[config.mk]
export PLATFORM = sky130hd
export DESIGN_NAME = word_tokenizer_with_hyphen_join
export DESIGN_NICKNAME = d
export VERILOG_FILES = /design/src/sv/wtk_pkg.sv /design/src/sv/wtk_ram.sv /design/src/sv/wtk_ctrl.sv /design/src/sv/wtk_emit.sv /design/src/sv/word_tokenizer_with_hyphen_join.sv
export SDC_FILE = /design/constraint.sdc
export NUM_CORES = 1
export LEC_CHECK = 0
export BUFFER_PORTS_ARGS = -buffer_cell sky130_fd_sc_hd__buf_4
export CAP_MARGIN = 10
export CELL_PAD_IN_SITES_DETAIL_PLACEMENT = 0
export CELL_PAD_IN_SITES_GLOBAL_PLACEMENT = 1
export CORE_MARGIN = 1
export CORE_UTILIZATION = 45
export DETAILED_ROUTE_END_ITERATION = 10
export PLACE_DENSITY_LB_ADDON = 0.25
export SLEW_MARGIN = 20
export SYNTH_ARGS = -nofsm -noshare
export SYNTH_HDL_FRONTEND = slang
export SYNTH_HIERARCHICAL = 1
export SYNTH_SLANG_ARGS = --single-unit
[constraint.sdc]
create_clock -name clk -period 14.1 [get_ports clk]
set_input_delay 1.41 -clock clk [delete_from_list [all_inputs] [get_ports clk]]
set_output_delay 1.41 -clock clk [all_outputs]
set_load 0.05 [all_outputs]
[src/sv/wtk_pkg.sv]
`timescale 1ns / 1ps
`default_nettype none

package wtk_pkg;

	localparam int MAX_WORD  = 32;
	localparam int LINE_BITS = 24;

	localparam int AW = $clog2(MAX_WORD);
	localparam int LW = $clog2(MAX_WORD + 1);

	localparam int IN_DATA_W  = 8;
	localparam int IN_USER_W  = 2;
	localparam int OUT_BITS   = 8 + LINE_BITS + 1;
	localparam int OUT_DATA_W = ((OUT_BITS + 7) / 8) * 8;

	localparam logic [7:0] CH_APOS   = 8'h27;
	localparam logic [7:0] CH_HYPHEN = 8'h2D;
	localparam logic [7:0] CH_CR     = 8'h0D;

	typedef enum logic [1:0] {
		KIND_TEXT = 2'd0,
		KIND_EOL  = 2'd1,
		KIND_END  = 2'd2
	} kind_t;

	typedef enum logic [2:0] {
		SC_SPACE = 3'b001,
		SC_WORD  = 3'b010,
		SC_NUM   = 3'b100
	} sc_state_t;

	// word emission request, control -> emitter
	typedef struct packed {
		logic                 valid;
		logic [LW-1:0]        n;
		logic                 trunc;
		logic [LINE_BITS-1:0] line;
		logic                 done;
	} emit_req_t;

	function automatic logic is_letter(logic [7:0] c);
		logic [7:0] l;
		begin
			l = c | 8'h20;
			return (l >= 8'h61) && (l <= 8'h7A);
		end
	endfunction

	function automatic logic is_digit(logic [7:0] c);
		return (c >= 8'h30) && (c <= 8'h39);
	endfunction

endpackage

`default_nettype wire

[src/sv/wtk_ram.sv]
`timescale 1ns / 1ps
`default_nettype none

module wtk_ram #(
	parameter int WIDTH = 8,
	parameter int DEPTH = 32
) (
	input  wire logic                     clk,
	input  wire logic                     we,
	input  wire logic [$clog2(DEPTH)-1:0] waddr,
	input  wire logic [WIDTH-1:0]         wdata,
	input  wire logic                     re,
	input  wire logic [$clog2(DEPTH)-1:0] raddr,
	output logic      [WIDTH-1:0]         rdata
);

	logic [WIDTH-1:0] mem_q [DEPTH];

	always_ff @(posedge clk) begin
		if (we) begin
			mem_q[waddr] <= wdata;
		end
		if (re) begin
			rdata <= mem_q[raddr];
		end
	end

endmodule

`default_nettype wire

[src/sv/wtk_ctrl.sv]
`timescale 1ns / 1ps
`default_nettype none

module wtk_ctrl (
	input  wire logic                              clk,
	input  wire logic                              arst_n,
	input  wire logic                              in_acc,
	input  wire logic [1:0]                        in_kind,
	input  wire logic [7:0]                        in_ch,
	input  wire logic                              emit_busy,
	output logic                                   pend_busy,
	output wtk_pkg::emit_req_t                     req,
	output logic                                   we,
	output logic      [wtk_pkg::AW-1:0]            waddr,
	output logic      [7:0]                        wdata
);

	typedef enum logic [2:0] {
		ACT_NONE,
		ACT_STORE,
		ACT_START,
		ACT_CLEAR,
		ACT_EMIT
	} act_t;

	typedef struct packed {
		wtk_pkg::sc_state_t st;
		act_t               act;
	} scan_out_t;

	localparam logic [wtk_pkg::LW-1:0] LEN_MAX = wtk_pkg::LW'(wtk_pkg::MAX_WORD);
	localparam logic [wtk_pkg::LW-1:0] LEN_CAP = wtk_pkg::LW'(wtk_pkg::MAX_WORD - 1);

	wtk_pkg::sc_state_t             st_q, st_n;
	logic [wtk_pkg::LW-1:0]         len_q, len_n;
	logic                           ovf_q, ovf_n;
	logic                           hyph_q, hyph_n;
	logic                           join_q, join_n;
	logic [wtk_pkg::LINE_BITS-1:0]  line_q, line_n;
	logic                           pend_q, pend_n;
	logic [7:0]                     pend_ch_q, pend_ch_n;

	function automatic scan_out_t scan_step(wtk_pkg::sc_state_t st, logic [7:0] c);
		scan_out_t r;
		logic      wl;
		begin
			wl = wtk_pkg::is_letter(c) || (c == wtk_pkg::CH_APOS);
			r.st = st;
			r.act = ACT_NONE;
			unique case (st)
				wtk_pkg::SC_WORD: begin
					priority if (wl) begin
						r.act = ACT_STORE;
					end else if (wtk_pkg::is_digit(c)) begin
						r.act = ACT_CLEAR;
						r.st = wtk_pkg::SC_NUM;
					end else begin
						r.act = ACT_EMIT;
						r.st = wtk_pkg::SC_SPACE;
					end
				end
				wtk_pkg::SC_NUM: begin
					if (!(wl || wtk_pkg::is_digit(c))) begin
						r.st = wtk_pkg::SC_SPACE;
					end
				end
				default: begin
					r.st = wtk_pkg::SC_SPACE;
					if (wtk_pkg::is_letter(c)) begin
						r.act = ACT_START;
						r.st = wtk_pkg::SC_WORD;
					end else if (wtk_pkg::is_digit(c)) begin
						r.st = wtk_pkg::SC_NUM;
					end
				end
			endcase
			return r;
		end
	endfunction

	always_comb begin
		logic       step_v [2];
		logic [7:0] step_c [2];
		scan_out_t  r;
		logic       emitted;

		st_n = st_q;
		len_n = len_q;
		ovf_n = ovf_q;
		hyph_n = hyph_q;
		join_n = join_q;
		line_n = line_q;
		pend_n = pend_q;
		pend_ch_n = pend_ch_q;
		req = '0;
		we = 1'b0;
		waddr = '0;
		wdata = in_ch;
		step_v[0] = 1'b0;
		step_v[1] = 1'b0;
		step_c[0] = wtk_pkg::CH_HYPHEN;
		step_c[1] = in_ch;
		emitted = 1'b0;
		r = '0;

		// deferred first letter of a word that followed a flushed hyphen
		if (pend_q && !emit_busy) begin
			we = 1'b1;
			waddr = '0;
			wdata = pend_ch_q;
			pend_n = 1'b0;
		end

		if (in_acc) begin
			unique case (wtk_pkg::kind_t'(in_kind))
				wtk_pkg::KIND_TEXT: begin
					step_v[0] = hyph_q;
					hyph_n = 1'b0;
					priority if (join_q) begin
						join_n = 1'b0;
						step_v[1] = 1'b1;
					end else if (in_ch == wtk_pkg::CH_HYPHEN) begin
						hyph_n = 1'b1;
					end else begin
						step_v[1] = 1'b1;
					end
				end
				wtk_pkg::KIND_EOL: begin
					if (hyph_q) begin
						hyph_n = 1'b0;
						join_n = 1'b1;
					end else begin
						join_n = 1'b0;
						step_v[0] = 1'b1;
						step_c[0] = wtk_pkg::CH_CR;
					end
					if (line_q != '1) begin
						line_n = line_q + wtk_pkg::LINE_BITS'(1);
					end
				end
				wtk_pkg::KIND_END: begin
					// a held hyphen only ends the word, so emit whatever word is open
					req.valid = 1'b1;
					req.done = 1'b1;
					req.line = line_q;
					if (st_q == wtk_pkg::SC_WORD) begin
						req.n = (len_q > LEN_CAP) ? LEN_CAP : len_q;
						req.trunc = ovf_q || (len_q > LEN_CAP);
					end
					st_n = wtk_pkg::SC_SPACE;
					len_n = '0;
					ovf_n = 1'b0;
					hyph_n = 1'b0;
					join_n = 1'b0;
					line_n = wtk_pkg::LINE_BITS'(1);
				end
				default: begin
				end
			endcase

			for (int i = 0; i < 2; i++) begin
				if (step_v[i]) begin
					r = scan_step(st_n, step_c[i]);
					st_n = r.st;
					unique case (r.act)
						ACT_STORE: begin
							if (len_n < LEN_MAX) begin
								we = 1'b1;
								waddr = len_n[wtk_pkg::AW-1:0];
								wdata = step_c[i];
								len_n = len_n + wtk_pkg::LW'(1);
							end else begin
								ovf_n = 1'b1;
							end
						end
						ACT_START: begin
							len_n = wtk_pkg::LW'(1);
							ovf_n = 1'b0;
							if (emitted) begin
								pend_n = 1'b1;
								pend_ch_n = step_c[i];
							end else begin
								we = 1'b1;
								waddr = '0;
								wdata = step_c[i];
							end
						end
						ACT_CLEAR: begin
							len_n = '0;
							ovf_n = 1'b0;
						end
						ACT_EMIT: begin
							emitted = 1'b1;
							req.valid = 1'b1;
							req.n = len_n;
							req.trunc = ovf_n;
							req.line = line_q;
							len_n = '0;
							ovf_n = 1'b0;
						end
						default: begin
						end
					endcase
				end
			end
		end
	end

	always_ff @(posedge clk or negedge arst_n) begin
		if (!arst_n) begin
			st_q <= wtk_pkg::SC_SPACE;
			len_q <= '0;
			ovf_q <= 1'b0;
			hyph_q <= 1'b0;
			join_q <= 1'b0;
			line_q <= wtk_pkg::LINE_BITS'(1);
			pend_q <= 1'b0;
		end else begin
			st_q <= st_n;
			len_q <= len_n;
			ovf_q <= ovf_n;
			hyph_q <= hyph_n;
			join_q <= join_n;
			line_q <= line_n;
			pend_q <= pend_n;
		end
	end

	always_ff @(posedge clk) begin
		pend_ch_q <= pend_ch_n;
	end

	assign pend_busy = pend_q;

endmodule

`default_nettype wire

[src/sv/wtk_emit.sv]
`timescale 1ns / 1ps
`default_nettype none

module wtk_emit (
	input  wire logic                                 clk,
	input  wire logic                                 arst_n,
	input  wire wtk_pkg::emit_req_t                   req,
	output logic                                      busy,
	output logic                                      re,
	output logic      [wtk_pkg::AW-1:0]               raddr,
	input  wire logic [7:0]                           rdata,
	output logic                                      m_tvalid,
	input  wire logic                                 m_tready,
	output logic      [wtk_pkg::OUT_DATA_W-1:0]       m_tdata,
	output logic                                      m_tlast,
	output logic                                      m_tuser
);

	typedef enum logic [2:0] {
		EM_IDLE = 3'b001,
		EM_READ = 3'b010,
		EM_DONE = 3'b100
	} em_state_t;

	em_state_t                      state_q;
	logic [wtk_pkg::LW-1:0]         n_q;
	logic [wtk_pkg::LW-1:0]         idx_q;
	logic                           trunc_q;
	logic [wtk_pkg::LINE_BITS-1:0]  line_q;
	logic                           done_q;

	logic                           valid_s1;
	logic                           last_s1;
	logic                           done_s1;
	logic                           trunc_s1;
	logic [wtk_pkg::LINE_BITS-1:0]  line_s1;

	logic                           out_valid_q;
	logic [7:0]                     out_letter_q;
	logic                           out_last_q;
	logic                           out_trunc_q;
	logic [wtk_pkg::LINE_BITS-1:0]  out_line_q;
	logic                           out_done_q;

	logic s1_adv, s1_free, is_last, load_done;

	assign s1_adv = valid_s1 && (!out_valid_q || m_tready);
	assign s1_free = !valid_s1 || s1_adv;
	assign is_last = (idx_q + wtk_pkg::LW'(1)) == n_q;
	assign re = (state_q == EM_READ) && s1_free;
	assign raddr = idx_q[wtk_pkg::AW-1:0];
	assign load_done = (state_q == EM_DONE) && s1_free;
	assign busy = (state_q != EM_IDLE);

	always_ff @(posedge clk or negedge arst_n) begin
		if (!arst_n) begin
			state_q <= EM_IDLE;
			valid_s1 <= 1'b0;
			out_valid_q <= 1'b0;
		end else begin
			unique case (state_q)
				EM_IDLE: begin
					if (req.valid) begin
						state_q <= (req.n == '0) ? EM_DONE : EM_READ;
					end
				end
				EM_READ: begin
					if (re && is_last) begin
						state_q <= done_q ? EM_DONE : EM_IDLE;
					end
				end
				EM_DONE: begin
					if (s1_free) begin
						state_q <= EM_IDLE;
					end
				end
				default: state_q <= EM_IDLE;
			endcase
			if (re || load_done) begin
				valid_s1 <= 1'b1;
			end else if (s1_adv) begin
				valid_s1 <= 1'b0;
			end
			if (s1_adv) begin
				out_valid_q <= 1'b1;
			end else if (m_tready) begin
				out_valid_q <= 1'b0;
			end
		end
	end

	always_ff @(posedge clk) begin
		if (state_q == EM_IDLE) begin
			n_q <= req.n;
			trunc_q <= req.trunc;
			line_q <= req.line;
			done_q <= req.done;
			idx_q <= '0;
		end else if (re) begin
			idx_q <= idx_q + wtk_pkg::LW'(1);
		end
		if (re || load_done) begin
			last_s1 <= re && is_last;
			done_s1 <= load_done;
			trunc_s1 <= re && trunc_q;
			line_s1 <= line_q;
		end
		if (s1_adv) begin
			out_letter_q <= done_s1 ? 8'h00 : rdata;
			out_last_q <= last_s1;
			out_trunc_q <= trunc_s1;
			out_line_q <= line_s1;
			out_done_q <= done_s1;
		end
	end

	assign m_tvalid = out_valid_q;
	assign m_tdata = {{(wtk_pkg::OUT_DATA_W - wtk_pkg::OUT_BITS){1'b0}},
		out_trunc_q, out_line_q, out_letter_q};
	assign m_tlast = out_last_q;
	assign m_tuser = out_done_q;

endmodule

`default_nettype wire

[src/sv/word_tokenizer_with_hyphen_join.sv]
`timescale 1ns / 1ps
`default_nettype none

// Channel  Dir  tdata                                    tuser        tlast
// s_*      in   [7:0] ch                                  [1:0] kind   -
// m_*      out  [7:0] letter, [31:8] line, [32] trunc    done_res     is_last
//
// Text bytes and line ends that emit nothing leave s_tready high.
// A finished word of n letters streams from the word buffer RAM at one letter per
// cycle while m_tready does not stall it (one read port, registered read); s_tready is
// low until the last read is issued. End of input adds a done result.
// A letter that opens a word right after a flushed hyphen is written in the cycle after
// the last emit read is issued. Reset clears scanner, line counter (to 1) and output valid.
// m_tready low stalls the output register and read stage; once the last read is
// issued, new items are taken even while results still wait.

module word_tokenizer_with_hyphen_join (
	input  wire logic                                clk,
	input  wire logic                                arst_n,
	input  wire logic                                s_tvalid,
	output logic                                     s_tready,
	input  wire logic [wtk_pkg::IN_DATA_W-1:0]       s_tdata,   // [7:0] ch
	input  wire logic [wtk_pkg::IN_USER_W-1:0]       s_tuser,   // [1:0] kind
	output logic                                     m_tvalid,
	input  wire logic                                m_tready,
	output logic      [wtk_pkg::OUT_DATA_W-1:0]      m_tdata,   // [7:0] letter, [31:8] line_number,
	                                                            // [32] truncated, rest zero
	output logic                                     m_tlast,   // is_last
	output logic                                     m_tuser    // done_res
);

	wtk_pkg::emit_req_t       req;
	logic                     emit_busy;
	logic                     pend_busy;
	logic                     in_acc;
	logic                     we, re;
	logic [wtk_pkg::AW-1:0]   waddr, raddr;
	logic [7:0]               wdata, rdata;

	// items are taken while the emitter is idle and no deferred letter waits to be written
	assign s_tready = !emit_busy && !pend_busy;
	assign in_acc = s_tvalid && s_tready;

	wtk_ctrl u_ctrl (
		.clk       (clk),
		.arst_n    (arst_n),
		.in_acc    (in_acc),
		.in_kind   (s_tuser),
		.in_ch     (s_tdata),
		.emit_busy (emit_busy),
		.pend_busy (pend_busy),
		.req       (req),
		.we        (we),
		.waddr     (waddr),
		.wdata     (wdata)
	);

	// word buffer
	wtk_ram #(
		.WIDTH (8),
		.DEPTH (wtk_pkg::MAX_WORD)
	) u_buf (
		.clk   (clk),
		.we    (we),
		.waddr (waddr),
		.wdata (wdata),
		.re    (re),
		.raddr (raddr),
		.rdata (rdata)
	);

	wtk_emit u_emit (
		.clk      (clk),
		.arst_n   (arst_n),
		.req      (req),
		.busy     (emit_busy),
		.re       (re),
		.raddr    (raddr),
		.rdata    (rdata),
		.m_tvalid (m_tvalid),
		.m_tready (m_tready),
		.m_tdata  (m_tdata),
		.m_tlast  (m_tlast),
		.m_tuser  (m_tuser)
	);

endmodule

`default_nettype wire

==> impl_metrics.py <==
metrics = {
    "outcome": {
        "status": "complete, no violations",
    },
    "placed_design": {
        "place_congestion": 0.824,
        "dp_hpwl_um": 20800,
        "io_buffers": 50,
        "pre_cts_ws_ns": 9.13,
    },
    "routing": {
        "ant_nets": 0,
        "num_vias": 8349,
        "drt-pass1-iter-count": 7,
        "via_per_inst": 5.54,
        "drc": 0,
        "avgRoutedWirePerCell_um": 21.4,
        "wl_um": 32300,
        "drtIter0Drc": 741,
    },
    "sta": {
        "skew_ns": 0.0180,
        "finalCritPeriodShare_pct": 34.6,
        "fmax_ghz": 0.205,
        "drv_slew": 0,
        "relSlewSlack_pct": 34.9,
        "finalSetupViolations": 0,
        "fin_tns_setup_ns": 0,
        "min_period_ns": 4.88,
        "hold_viol_final": 0,
        "rsz0062_at_grt": "false",
        "tightest_slew_ns": 0.977,
        "fin_ws_ns": 9.22,
    },
    "setup_path": {
        "critical_path.max_stage_delay_ns": 0.72,
        "crit_arrival_ns": 5.05,
        "required_ns": 14.27,
        "cp-end-kind": "register",
        "reg2reg_slack_ns": 9.22,
        "r2r-start": "u_emit/state_q[0]",
        "critical_path_class": "reg -> reg",
        "crit_buf_inv": 2,
        "r2r_end": "u_buf/mem_q[0][0]",
        "cp_slowest_cell": "nor3b_2",
        "path_common_cell": "nor3b_2",
        "crit_start": "u_emit/state_q[0]",
        "start_kind": "register",
        "critical_path.top_delay_family": "simple AND/OR/NAND/NOR gates",
        "cp.depth": 10,
        "path_cells": "nor3b_2 > buf_4 > inv_1 > nor3b_2 > and3_1 > and3_4 > a21oi_1 > nand2_1 > or3b_2 > nor2_1",
        "crit_fanout": 39,
        "crit_end": "u_buf/mem_q[0][0]",
        "r2r.worst_path.cells": 10,
    },
    "logic_synthesis": {
        "async_flop_share_pct": 10.1,
        "synthFlopType": "edfxtp_1",
        "netlist_instances": 944,
        "ys_seq_area_share_pct": 72.3,
        "netlist_area_um2": 16800,
        "ys_ff_latch": 414,
        "avgSynthCellArea_um2": 17.8,
        "synth_edf_count": 366,
        "ys_warn_count": 6,
        "synth_cell_types": 70,
    },
    "min_path": {
        "hp-class": "reg -> reg",
    },
    "die": {
        "die_w_um": 195,
        "io_pins": 58,
        "dieArea_um2": 38100,
        "coreArea_um2": 36700,
        "start_util_pct": 45.8,
        "rows": 70,
        "die_y_um": 195,
    },
    "power_and_ir_drop": {
        "seq_power_share_pct": 53.4,
        "swShare_pct": 21.6,
        "p_switching_uw": 582,
        "pwr-share-comb_pct": 5.6,
        "ir_worst_vdd_uv": 109,
        "intPower_mw": 2.11,
        "p_leak_nw": 6.30,
        "power_frac_clock_pct": 41.0,
        "powerDensity_nw_per_um2": 142,
    },
    "global_route": {
        "antenna_found_initial": 0,
        "grt_max_degree": 72,
        "grt_usage_pct": 17.5,
        "grt.overflow.total": 0,
        "grt_pass1_wl_um": 50300,
        "grt_pass1_vias": 8326,
    },
    "cts": {
        "cts_buffer_depth": 3,
        "cts_buffers": 44,
        "h-tree-depth": 2,
        "cts_root_buffer": "clkbuf_16",
        "cts_tree": "done",
        "holdBufCountCts": 0,
        "cts.sinks": 414,
        "post_cts_resized": 0,
        "clock_latency_ns": 0.55,
        "clkTransAtPathRegs_ns": 0.06,
        "cts_setup_buffers": 0,
    },
    "run": {
        "maxCapViolCount": 0,
    },
    "finish": {
        "final_nets": 1028,
        "antennaDiodeCount": 0,
        "drive_gt1_share_pct": 24.0,
        "fillCellCount": 2910,
        "multiInputGateArea_um2": 4400,
        "synthToLayoutAreaGrowth_pct": 13.1,
        "seqCellArea_um2": 12200,
    },
}
==> cell families after synthesis <==
| kind of cell | Yosys count | share of synthesized area (%) |
|---|---|---|
| AO/OA/AOI/OAI | 67 | 2.86 |
| XOR/XNOR | 35 | 1.82 |
| adder cells (fa/ha/maj) | 8 | 0.595 |
| buffers and inverters | 57 | 1.85 |
| flip-flops | 414 | 72.3 |
| multiplexers | 99 | 12.0 |
| other | 1 | 0.0223 |
| AND/OR/NAND/NOR | 263 | 8.54 |
==> area by class of cell <==
| class | instances | share of cell area [%] |
|---|---|---|
| clock buffer | 58 | 6.18 |
| clock inverter | 21 | 1.12 |
| inverter | 7 | 0.138 |
| multi-input combinational | 479 | 23.1 |
| sequential | 414 | 64.0 |
| tap | 468 | 3.08 |
| timing repair buffer | 60 | 2.37 |
==> worst min path at each step <==
stage	startpoint	endpoint	depth (start not counted)
floorplan	u_emit/line_q[0]	u_emit/line_s1[0]	0
global placement	u_emit/line_s1[9]	u_emit/out_line_q[9]	0
detailed placement	u_emit/line_q[12]	u_emit/line_s1[12]	0
CTS	u_emit/line_s1[23]	u_emit/out_line_q[23]	0
global route	u_emit/line_q[12]	u_emit/line_s1[12]	0
finish	u_emit/line_s1[23]	u_emit/out_line_q[23]	0
==> registers in the layout, indices dropped and copies added, names as in the netlist, 6 cells and up <==
| register | cells |
|---|---|
| u_ctrl/line_q | 24 |
| u_buf/mem_q | 256 |
| u_buf/rdata | 8 |
| u_emit/n_q | 6 |
| u_emit/idx_q | 6 |
| u_ctrl/pend_ch_q | 8 |
| u_emit/line_s1 | 24 |
| u_emit/out_line_q | 24 |
| u_ctrl/len_q | 6 |
| u_emit/out_letter_q | 8 |
| u_emit/line_q | 24 |
==> layer usage <==
layer,global-route usage (%),up-vias,wire length (um)
met3,2.95,50,1610
met2,25.2,233,14200
li1,-,3826,-
met1,27.0,4240,15700
met4,6.18,0,833
met5,0,-,0
==> power groups by stage <==
stage	sequential [mW]	combinational (mW)	clock, mW
2_1_floorplan	1.46	0.0991	0
3_3_place_gp	1.46	0.153	0
3_5_place_dp	1.46	0.154	0
4_1_cts	1.44	0.154	1.14
5_1_grt	1.45	0.169	1.18
6_report	1.44	0.152	1.10
==> Yosys cell counts (4+ instances only) <==
| library cell | n | area share [%] |
|---|---|---|
| and4_1 | 6 | 0.31 |
| nor2b_1 | 15 | 0.56 |
| a21o_1 | 5 | 0.22 |
| xnor2_1 | 10 | 0.52 |
| and2_2 | 5 | 0.22 |
| mux2i_1 | 4 | 0.24 |
| nand3_1 | 25 | 0.74 |
| o21ai_0 | 14 | 0.42 |
| or4_1 | 5 | 0.22 |
| a31o_2 | 4 | 0.21 |
| nand4_1 | 10 | 0.37 |
| clkbuf_1 | 19 | 0.42 |
| and3_1 | 15 | 0.56 |
| inv_1 | 6 | 0.13 |
| nor2_1 | 81 | 1.8 |
| nand2b_1 | 7 | 0.26 |
| nor3b_1 | 4 | 0.18 |
| mux4_2 | 80 | 11 |
| a21oi_1 | 14 | 0.42 |
| nand3b_1 | 8 | 0.36 |
| nand2_1 | 27 | 0.60 |
| edfxtp_1 | 366 | 65 |
| and2_1 | 29 | 1.1 |
| mux2_2 | 15 | 1.0 |
| nor3_1 | 6 | 0.18 |
| buf_1 | 6 | 0.13 |
| or3_1 | 4 | 0.15 |
| buf_4 | 19 | 0.85 |
| xor2_1 | 25 | 1.3 |
| ha_1 | 8 | 0.60 |
| dfrtp_1 | 39 | 5.8 |
| dfxtp_1 | 6 | 0.71 |
==> cells in the final DEF (no fill, tap or decap), types with 4 or more instances in the layout <==
cell / synthesis / final
xnor2_1: 10 / 10
dfxtp_1: 6 / 4
a21oi_1: 14 / 14
or4_1: 5 / 5
and2_1: 29 / 29
clkinv_1: 1 / 7
mux4_2: 80 / 80
inv_1: 6 / 6
nand3b_1: 8 / 8
nand3_1: 25 / 25
bufinv_16: 0 / 4
clkinv_2: 0 / 6
a31o_2: 4 / 4
ha_1: 8 / 8
and3_1: 15 / 15
nor3_1: 6 / 6
xor2_1: 25 / 25
nand2_1: 27 / 27
clkbuf_1: 19 / 13
and4_1: 6 / 6
nor2_1: 81 / 81
nand4_1: 10 / 10
edfxtp_1: 366 / 366
nor2b_1: 15 / 15
mux2i_1: 4 / 4
mux2_2: 15 / 15
a21o_1: 5 / 5
nand2b_1: 7 / 7
or3_1: 4 / 4
o21ai_0: 14 / 14
dfrtp_1: 39 / 39
conb_1: 1 / 7
clkbuf_16: 0 / 45
buf_4: 19 / 60
and2_2: 5 / 5
==> per-stage QoR <==
stage	utilization, %	instance area, um2	total power [mW]	instances	hold WS, ns
after floorplan	-	16800	1.56	950	0.400
after global placement	48.0	17600	1.62	1428	0.403
after detailed placement	48.0	17600	1.62	1428	0.405
after CTS	51.8	19000	2.73	1507	0.415
after global routing	51.8	19000	2.79	1507	0.417
final	51.8	19000	2.69	1507	0.415
No activity file was read; power rests on OpenSTA's default activity.
